[src/rtl/core/fllqb_pkg.sv]
package fllqb_pkg;

  // operation codes
  localparam logic OP_SUBMIT = 1'b0;
  localparam logic OP_PULL   = 1'b1;

  // one input item
  typedef struct packed {
    logic        op;
    logic [7:0]  msg_id;
    logic [15:0] msg_size;
  } fllqb_in_t;

  // one result item
  typedef struct packed {
    logic        accepted;
    logic        frag_valid;
    logic [7:0]  frag_msg_id;
    logic [6:0]  frag_seq;
    logic [6:0]  frag_total;
    logic [2:0]  frag_queue;
    logic [31:0] drop_count;
  } fllqb_out_t;

  // one stored fragment descriptor
  typedef struct packed {
    logic [7:0] id;
    logic [6:0] seq;
    logic [6:0] total;
  } frag_entry_t;

  // sequencer states
  typedef enum logic [2:0] {
    ST_IDLE,
    ST_CHECK,
    ST_DECIDE,
    ST_COUNT,
    ST_PLACE,
    ST_PULL,
    ST_PULL_DATA,
    ST_RESP
  } fllqb_state_t;

endpackage

[src/rtl/core/fragmenting_least_loaded_queue_balancer_unit.sv]
// Submit: check and decide states follow the input transfer, then the result when
// dropped or empty; a message of N fragments takes one count step per fragment, then
// one placement per fragment through the shared least-loaded compare unit. Pull: a
// pull state and a read of the single fragment store read port, skipped when every queue is empty.
// One item is in work at a time; in_ready is high only while the sequencer is idle.
// Synchronous reset clears occupancy, heads, round-robin pointer and drop counter;
// the fragment store is not cleared and needs no clearing pass.
module fragmenting_least_loaded_queue_balancer_unit
  import fllqb_pkg::*;
#(
  parameter int NUM_QUEUES     = 5,
  parameter int QUEUE_DEPTH    = 16,
  parameter int FRAGMENT_BYTES = 100
) (
  input  logic       clk,
  input  logic       rst_n,
  input  logic       in_valid,
  output logic       in_ready,
  input  fllqb_in_t  in_data,
  output logic       out_valid,
  input  logic       out_ready,
  output fllqb_out_t out_data
);

  localparam int Q_W       = $clog2(NUM_QUEUES);
  localparam int SLOT_W    = (QUEUE_DEPTH > 1) ? $clog2(QUEUE_DEPTH) : 1;
  localparam int OCC_W     = $clog2(QUEUE_DEPTH + 1);
  localparam int SLOTS     = NUM_QUEUES * QUEUE_DEPTH;
  localparam int CNT_W     = $clog2(SLOTS + 1);
  localparam int FB_W      = $clog2(FRAGMENT_BYTES + 1);
  localparam int PROD_W    = CNT_W + FB_W;
  localparam int CMP_W     = (PROD_W > 16) ? PROD_W : 16;
  localparam int ADDR_W    = Q_W + SLOT_W;
  localparam int MEM_DEPTH = NUM_QUEUES * (1 << SLOT_W);

  fllqb_state_t state_r, state_nxt;

  fllqb_in_t   req_r;
  logic [OCC_W-1:0]  occ_r  [NUM_QUEUES];
  logic [SLOT_W-1:0] head_r [NUM_QUEUES];
  logic [Q_W-1:0]    rr_r;
  logic [Q_W-1:0]    pull_q_r;
  logic [31:0]       drop_r;
  logic [CNT_W-1:0]  total_occ_r;
  logic [PROD_W-1:0] prod_r;
  logic [15:0]       rem_r;
  logic [CNT_W-1:0]  cnt_r;
  logic [CNT_W-1:0]  seq_r;
  fllqb_out_t        res_r;
  fllqb_out_t        out_r;
  logic              out_valid_r;
  frag_entry_t       rd_data_r;

  frag_entry_t mem [MEM_DEPTH];

  logic [OCC_W-1:0]  best_load;
  logic [SLOT_W-1:0] best_head;
  logic [Q_W-1:0]    best_q;
  logic [OCC_W:0]    slot_sum;
  logic [SLOT_W-1:0] wr_slot;
  logic [NUM_QUEUES-1:0] nonempty;
  logic [Q_W-1:0]    pull_q;
  logic [SLOT_W-1:0] pull_head;
  logic              pull_found;
  logic [Q_W-1:0]    rr_next;
  logic [CNT_W-1:0]  free_slots;
  logic              size_fits;
  logic              last_chunk;
  logic              last_frag;
  logic              out_free;
  logic              out_load;
  logic              mem_we;
  logic [ADDR_W-1:0] wr_addr;
  logic [ADDR_W-1:0] rd_addr;
  frag_entry_t       wr_entry;

  // least-loaded queue, ties to the lowest index
  always_comb begin
    best_load = OCC_W'(QUEUE_DEPTH);
    best_head = '0;
    best_q    = '0;
    for (int i = 0; i < NUM_QUEUES; i++) begin
      if (occ_r[i] < best_load) begin
        best_load = occ_r[i];
        best_head = head_r[i];
        best_q    = Q_W'(i);
      end
    end
  end

  // tail slot of the chosen queue
  always_comb begin
    slot_sum = (OCC_W+1)'(best_head) + (OCC_W+1)'(best_load);
    if (slot_sum >= (OCC_W+1)'(QUEUE_DEPTH)) begin
      slot_sum = slot_sum - (OCC_W+1)'(QUEUE_DEPTH);
    end
    wr_slot = slot_sum[SLOT_W-1:0];
  end

  // round-robin search for the first non-empty queue
  always_comb begin
    logic [Q_W:0] idx;
    for (int i = 0; i < NUM_QUEUES; i++) begin
      nonempty[i] = (occ_r[i] != '0);
    end
    pull_q     = '0;
    pull_found = 1'b0;
    for (int k = 0; k < NUM_QUEUES; k++) begin
      idx = (Q_W+1)'(rr_r) + (Q_W+1)'(k);
      if (idx >= (Q_W+1)'(NUM_QUEUES)) begin
        idx = idx - (Q_W+1)'(NUM_QUEUES);
      end
      if (!pull_found && nonempty[idx[Q_W-1:0]]) begin
        pull_q     = idx[Q_W-1:0];
        pull_found = 1'b1;
      end
    end
    pull_head = '0;
    for (int i = 0; i < NUM_QUEUES; i++) begin
      if (Q_W'(i) == pull_q) begin
        pull_head = head_r[i];
      end
    end
    rr_next = (pull_q == Q_W'(NUM_QUEUES - 1)) ? '0 : pull_q + 1'b1;
  end

  // free space check and fragment counting
  assign free_slots = CNT_W'(SLOTS) - total_occ_r;
  assign size_fits  = CMP_W'(req_r.msg_size) <= CMP_W'(prod_r);
  assign last_chunk = {1'b0, rem_r} <= 17'(FRAGMENT_BYTES);
  assign last_frag  = (seq_r + 1'b1) == cnt_r;
  assign out_free   = !out_valid_r || out_ready;

  // next state
  always_comb begin
    state_nxt = state_r;
    case (state_r)
      ST_IDLE: begin
        if (in_valid) begin
          state_nxt = (in_data.op == OP_PULL) ? ST_PULL : ST_CHECK;
        end
      end
      ST_CHECK:  state_nxt = ST_DECIDE;
      ST_DECIDE: begin
        if (!size_fits || req_r.msg_size == 16'd0) begin
          state_nxt = ST_RESP;
        end else begin
          state_nxt = ST_COUNT;
        end
      end
      ST_COUNT:     state_nxt = last_chunk ? ST_PLACE : ST_COUNT;
      ST_PLACE:     state_nxt = last_frag ? ST_RESP : ST_PLACE;
      ST_PULL:      state_nxt = pull_found ? ST_PULL_DATA : ST_RESP;
      ST_PULL_DATA: state_nxt = ST_RESP;
      ST_RESP:      state_nxt = out_free ? ST_IDLE : ST_RESP;
      default:      state_nxt = ST_IDLE;
    endcase
  end

  // control outputs
  always_comb begin
    in_ready = 1'b0;
    mem_we   = 1'b0;
    out_load = 1'b0;
    case (state_r)
      ST_IDLE:  in_ready = 1'b1;
      ST_PLACE: mem_we   = 1'b1;
      ST_RESP:  out_load = out_free;
      default: begin
        in_ready = 1'b0;
      end
    endcase
  end

  assign wr_addr        = {best_q, wr_slot};
  assign rd_addr        = {pull_q, pull_head};
  assign wr_entry.id    = req_r.msg_id;
  assign wr_entry.seq   = 7'(seq_r);
  assign wr_entry.total = 7'(cnt_r);

  // fragment store
  always_ff @(posedge clk) begin
    if (mem_we) begin
      mem[wr_addr] <= wr_entry;
    end
    rd_data_r <= mem[rd_addr];
  end

  // control state
  always_ff @(posedge clk) begin
    if (!rst_n) begin
      state_r     <= ST_IDLE;
      rr_r        <= '0;
      drop_r      <= '0;
      total_occ_r <= '0;
      out_valid_r <= 1'b0;
      for (int i = 0; i < NUM_QUEUES; i++) begin
        occ_r[i]  <= '0;
        head_r[i] <= '0;
      end
    end else begin
      state_r <= state_nxt;
      if (out_load) begin
        out_valid_r <= 1'b1;
      end else if (out_ready) begin
        out_valid_r <= 1'b0;
      end
      // drop on insufficient space
      if (state_r == ST_DECIDE && !size_fits) begin
        drop_r <= drop_r + 1'b1;
      end
      // place one fragment
      if (state_r == ST_PLACE) begin
        total_occ_r <= total_occ_r + 1'b1;
        for (int i = 0; i < NUM_QUEUES; i++) begin
          if (Q_W'(i) == best_q) begin
            occ_r[i] <= occ_r[i] + 1'b1;
          end
        end
      end
      // pop one fragment
      if (state_r == ST_PULL && pull_found) begin
        total_occ_r <= total_occ_r - 1'b1;
        rr_r        <= rr_next;
        for (int i = 0; i < NUM_QUEUES; i++) begin
          if (Q_W'(i) == pull_q) begin
            occ_r[i]  <= occ_r[i] - 1'b1;
            head_r[i] <= (head_r[i] == SLOT_W'(QUEUE_DEPTH - 1)) ? '0 : head_r[i] + 1'b1;
          end
        end
      end
    end
  end

  // payload registers
  always_ff @(posedge clk) begin
    if (in_valid && in_ready) begin
      req_r <= in_data;
    end
    if (out_load) begin
      out_r <= res_r;
    end
    case (state_r)
      ST_CHECK: begin
        prod_r <= PROD_W'(free_slots) * PROD_W'(FRAGMENT_BYTES);
      end
      ST_DECIDE: begin
        rem_r             <= req_r.msg_size;
        cnt_r             <= '0;
        res_r.accepted    <= size_fits;
        res_r.frag_valid  <= 1'b0;
        res_r.frag_msg_id <= '0;
        res_r.frag_seq    <= '0;
        res_r.frag_total  <= '0;
        res_r.frag_queue  <= '0;
        res_r.drop_count  <= size_fits ? drop_r : drop_r + 1'b1;
      end
      ST_COUNT: begin
        cnt_r <= cnt_r + 1'b1;
        rem_r <= rem_r - 16'(FRAGMENT_BYTES);
        seq_r <= '0;
      end
      ST_PLACE: begin
        seq_r <= seq_r + 1'b1;
      end
      ST_PULL: begin
        pull_q_r          <= pull_q;
        res_r.accepted    <= 1'b0;
        res_r.frag_valid  <= 1'b0;
        res_r.frag_msg_id <= '0;
        res_r.frag_seq    <= '0;
        res_r.frag_total  <= '0;
        res_r.frag_queue  <= '0;
        res_r.drop_count  <= drop_r;
      end
      ST_PULL_DATA: begin
        res_r.frag_valid  <= 1'b1;
        res_r.frag_msg_id <= rd_data_r.id;
        res_r.frag_seq    <= rd_data_r.seq;
        res_r.frag_total  <= rd_data_r.total;
        res_r.frag_queue  <= 3'(pull_q_r);
      end
      default: begin
        rem_r <= rem_r;
      end
    endcase
  end

  assign out_valid = out_valid_r;
  assign out_data  = out_r;

  // occupancy total never exceeds the number of slots
  a_occ_bound: assert property (@(posedge clk) disable iff (!rst_n)
    total_occ_r <= CNT_W'(SLOTS))
    else $error("total occupancy above slot count");

  // drop counter moves by at most one per cycle
  a_drop_step: assert property (@(posedge clk) disable iff (!rst_n)
    (drop_r == $past(drop_r)) || (drop_r == $past(drop_r) + 32'd1))
    else $error("drop counter jumped");

  // an accepted submit result never carries a fragment
  a_submit_clean: assert property (@(posedge clk) disable iff (!rst_n)
    out_valid && out_data.accepted |-> !out_data.frag_valid)
    else $error("submit result marked as fragment");

  // a pulled fragment names an existing queue
  a_queue_range: assert property (@(posedge clk) disable iff (!rst_n)
    out_valid && out_data.frag_valid |-> out_data.frag_queue < 3'(NUM_QUEUES))
    else $error("fragment queue index out of range");

endmodule
[config.mk]
export PLATFORM = sky130hd
export DESIGN_NAME = fragmenting_least_loaded_queue_balancer_unit
export DESIGN_NICKNAME = d
export VERILOG_FILES = /design/src/rtl/core/fllqb_pkg.sv /design/src/rtl/core/fragmenting_least_loaded_queue_balancer_unit.sv
export SDC_FILE = /design/constraint.sdc
export NUM_CORES = 2
export LEC_CHECK = 0
export BUFFER_PORTS_ARGS = -buffer_cell sky130_fd_sc_hd__clkbuf_2
export CORE_MARGIN = 5
export CORE_UTILIZATION = 63
export CTS_CLUSTER_SIZE = 20
export DETAILED_ROUTE_END_ITERATION = 8
export MAX_ROUTING_LAYER = met4
export PLACE_DENSITY = 0.79
export SLEW_MARGIN = 10
export SYNTH_ARGS = -nofsm -noshare
export SYNTH_HDL_FRONTEND = slang
export SYNTH_SLANG_ARGS = --single-unit
export TNS_END_PERCENT = 100
[constraint.sdc]
create_clock -name clk -period 12.6 [get_ports clk]
set_input_delay 0.63 -clock clk [delete_from_list [all_inputs] [get_ports clk]]
set_output_delay 0.63 -clock clk [all_outputs]
set_load 0.01 [all_outputs]
==> results.toml <==
[status]
outcome = "finished, final reports clean"

[yosys]
yosysMostFrequentCell = "edfxtp_1"
synth-simple-area-share = 0.0818
synth-compound-area-share = 0.0828
netlist_top_cells_count = "edfxtp_1 (1992), nand2_1 (765), mux2i_1 (492), a21oi_1 (370), nand3_1 (239)"
synth.area.top_cells = "edfxtp_1 (71%), mux2i_1 (5.8%), nand2_1 (3.4%)"
synth_edf_count = 1992
yosysTopAreaCell = "edfxtp_1"
yosysSeqAreaShare = 0.725
synth_mux_area_frac = 0.0590
synthAdderAreaFrac = 0.0151
synth_cells = 5816
yosys.area.top_type_share = 0.709
synthArstFlopShare = 0
yosys_most_used_dff = "edfxtp_1"
ys_warn_count = 0
synth_nets = 5940
yosysUniqueCellTypes = 92
synthXorXnorAreaFrac = 0.0139
synth_area_um2 = 84400
synth_top_family_by_area = "compound AO/OA/AOI/OAI gates"
syn_avg_cell_area_um2 = 14.5
ys_ff_latch = 2060

[route]
wire_per_inst_um = 28.9
wl_um = 227000
ant_nets = 0
drt_first_pass_iters = 7
drtIter0Drc = 8941
vias = 52600
drc = 0
vias_per_cell = 6.68

[floorplanning]
top_level_ports = 90
rows = 134
fp.coreArea_um2 = 133000
dieArea_um2 = 141000
die_y_um = 376
start_util = 0.633
dieWidth_um = 376

[pwr]
fin_total_pwr_mw = 18.2
pwr_density_cell_nw_per_um2 = 195
combPwrFrac = 0.240
p_sw_frac = 0.318
max-vdd-ir-drop_v = 0.000319
clockPowerShare = 0.319
p_int_mw = 12.4
leakagePower_nw = 32.3
power.switching_mw = 5.80
pwr-share-seq = 0.441

[global_route]
grt_usage = 0.326
grt_max_degree = 168
grt_pass1_wl_um = 329000
overflow = 0
antenna_found_initial = 16
grt_pass1_vias = 50100

[sta]
finalClockSkew_ns = 0.0399
fin_crit_sh = 0.831
rsz0062_at_grt = "false"
setup_viol = 0
relSlewSlack = 0.0929
fin_hold_ws_ns = 0.197
fmax_ghz = 0.0955
finalSetupTns_ns = 0
fin_crit_ns = 10.47
hold_viol_final = 0
slew_violations = 0
worst_pin_slew_ns = 1.36

[setup_path]
crit_end = "mem[76][1]$_DFFE_PP_"
cp_num_cells = 35
rr_startpoint = "occ_r[0][4]$_DFFE_PP_"
path_buf_inv = 3
worst_setup_path_start_kind = "register"
cpMostUsedCell = "a21o_1"
ff2ff_path_depth = 35
reg2reg_slack_ns = 2.13
critical_path_class = "reg -> reg"
cp_max_fo = 22
cp_slowest_cell = "nor2_2"
end_kind = "register"
crit_required_ns = 13.04
crit_arrival_ns = 10.91
critPathMaxStageDelay_ns = 1.14
critPathTopFamily = "compound AO/OA/AOI/OAI gates"
rr_endpoint = "mem[76][1]$_DFFE_PP_"
cp-startpoint = "occ_r[0][4]$_DFFE_PP_"

[clock_tree]
clk_pin_slew_worst_paths_ns = 0.06
clk_latency_ns = 0.85
clkSinkCount = 2060
cts_resized = 0
cts_buffers = 195
cts_root_buf = "clkbuf_16"
cts_tree = "built"
htreeDepth = 4
cts_buffer_depth = 3

[placed_design]
hpwl_um = 136000
io_buffers = 89
place.gp.congestion = 0.950

[cells_and_area]
fin_nets = 6043
areaGrowthSynthToFinish_pct = 11.0
drive_above_1_share = 0.107

[job]
cap_violations = 0

[hold_path]
holdCritPathClass = "in -> reg"
state kept, by name, indices dropped and copies added (netlist names), 3 cells and up:
| signal | flops |
|---|---|
| head_r | 20 |
| rem_r | 16 |
| total_occ_r | 7 |
| drop_r | 32 |
| rr_r | 3 |
| pull_q_r | 3 |
| out_data | 59 |
| prod_r | 12 |
| seq_r | 7 |
| cnt_r | 7 |
| rd_data_r | 22 |
| mem | 1760 |
| occ_r | 25 |
| req_r | 24 |
| res_r | 59 |
| state_r | 3 |
tightest hold or removal path, stage by stage:
cell	delay [ns]
clkbuf_2	0.08
nand2_1	0.09
nand2_1	0.07
o211a_1	0.10
layout by cell type (no fill, tap or decap), types with 24 or more instances in the layout:
master	n
clkinv_2	40
a22oi_1	91
clkbuf_1	35
inv_1	65
a221oi_1	28
edfxtp_1	1992
o211ai_1	52
nor3_1	24
a21oi_1	370
a211o_1	24
and3_1	68
nor3_2	32
mux2i_1	492
o221ai_1	24
buf_4	136
xnor2_1	97
nand3_1	237
clkbuf_2	89
o22ai_1	195
nor2_2	49
o2111ai_1	24
and2_1	66
clkinv_1	43
dlygate4sd3_1	24
nand4_1	46
nor2_1	103
nand2_1	764
xor2_1	33
clkbuf_16	198
o21ai_0	142
dfxtp_1	68
ha_1	90
what timing repair did:
action | 4_1_cts | 5_1_grt
endpoints found under the setup margin | 0 | 0
buffers inserted | 0 | 0
hold endpoints to repair | 24 | 0
hold buffers | 24 | 0
area by class of cell:
type | count | area [um2]
flip-flops and latches | 2060 | 61200
fillers | 8293 | 39700
multi-input cells | 3339 | 21700
clock buffers | 243 | 5220
well taps | 1768 | 2210
repair buffers | 256 | 1850
clock inverters | 122 | 1160
inverters | 67 | 251
diodes | 11 | 27.5
routing by layer:
| metal | vias up | part of all wire | track usage |
|---|---|---|---|
| met1 | 25700 | 0.36 | 0.435 |
| met4 | 0 | 0.050 | 0.132 |
| met2 | 3739 | 0.45 | 0.481 |
| met5 | - | 0 | - |
| li1 | 22500 | - | - |
| met3 | 639 | 0.14 | 0.0935 |
worst min path at each step:
stage,cells past startpoint,startpoint,endpoint,slack (ns)
after CTS,4,in_data[24],state_r[2]$_SDFFE_PN0P_,0.14
after global placement,0,res_r[2]$_DFFE_PP_,out_data[2]$_DFFE_PP_,0.40
after floorplan,0,res_r[0]$_DFFE_PP_,out_data[0]$_DFFE_PP_,0.40
after detailed placement,0,res_r[18]$_DFFE_PP_,out_data[18]$_DFFE_PP_,0.41
after global routing,4,in_data[24],state_r[2]$_SDFFE_PN0P_,0.21
final,4,in_valid,state_r[2]$_SDFFE_PN0P_,0.20
stage by stage:
stage          cells  utilization  instance area (um2)  worst slack, ns
5_1_grt         7865        0.702                93600             1.40
3_3_place_gp    7466        0.652                87000             2.29
4_1_cts         7855        0.702                93600             2.27
2_1_floorplan   5816            -                84400             2.26
6_report        7866        0.702                93600             2.13
3_5_place_dp    7466        0.652                87000             2.31
cell families (layout without fill, tap and decap cells):
| kind of cell | count (synthesis) | after routing |
|---|---|---|
| other cells | 0 | 11 |
| mux | 497 | 497 |
| buf+inv | 417 | 688 |
| flops | 2060 | 2060 |
| xor+xnor | 132 | 132 |
| compound gates | 1097 | 1097 |
| fa+ha+maj | 100 | 100 |
| simple gates | 1513 | 1513 |
power groups by stage:
stage | registers (mW) | logic [mW] | clock network [mW]
5_1_grt | 8.05 | 4.57 | 6.14
3_3_place_gp | 8.17 | 4.07 | 0
2_1_floorplan | 8.17 | 2.72 | 0
6_report | 8.04 | 4.37 | 5.82
3_5_place_dp | 8.18 | 4.17 | 0
4_1_cts | 8.03 | 4.22 | 5.85
Power figures use the tool's default switching activity.
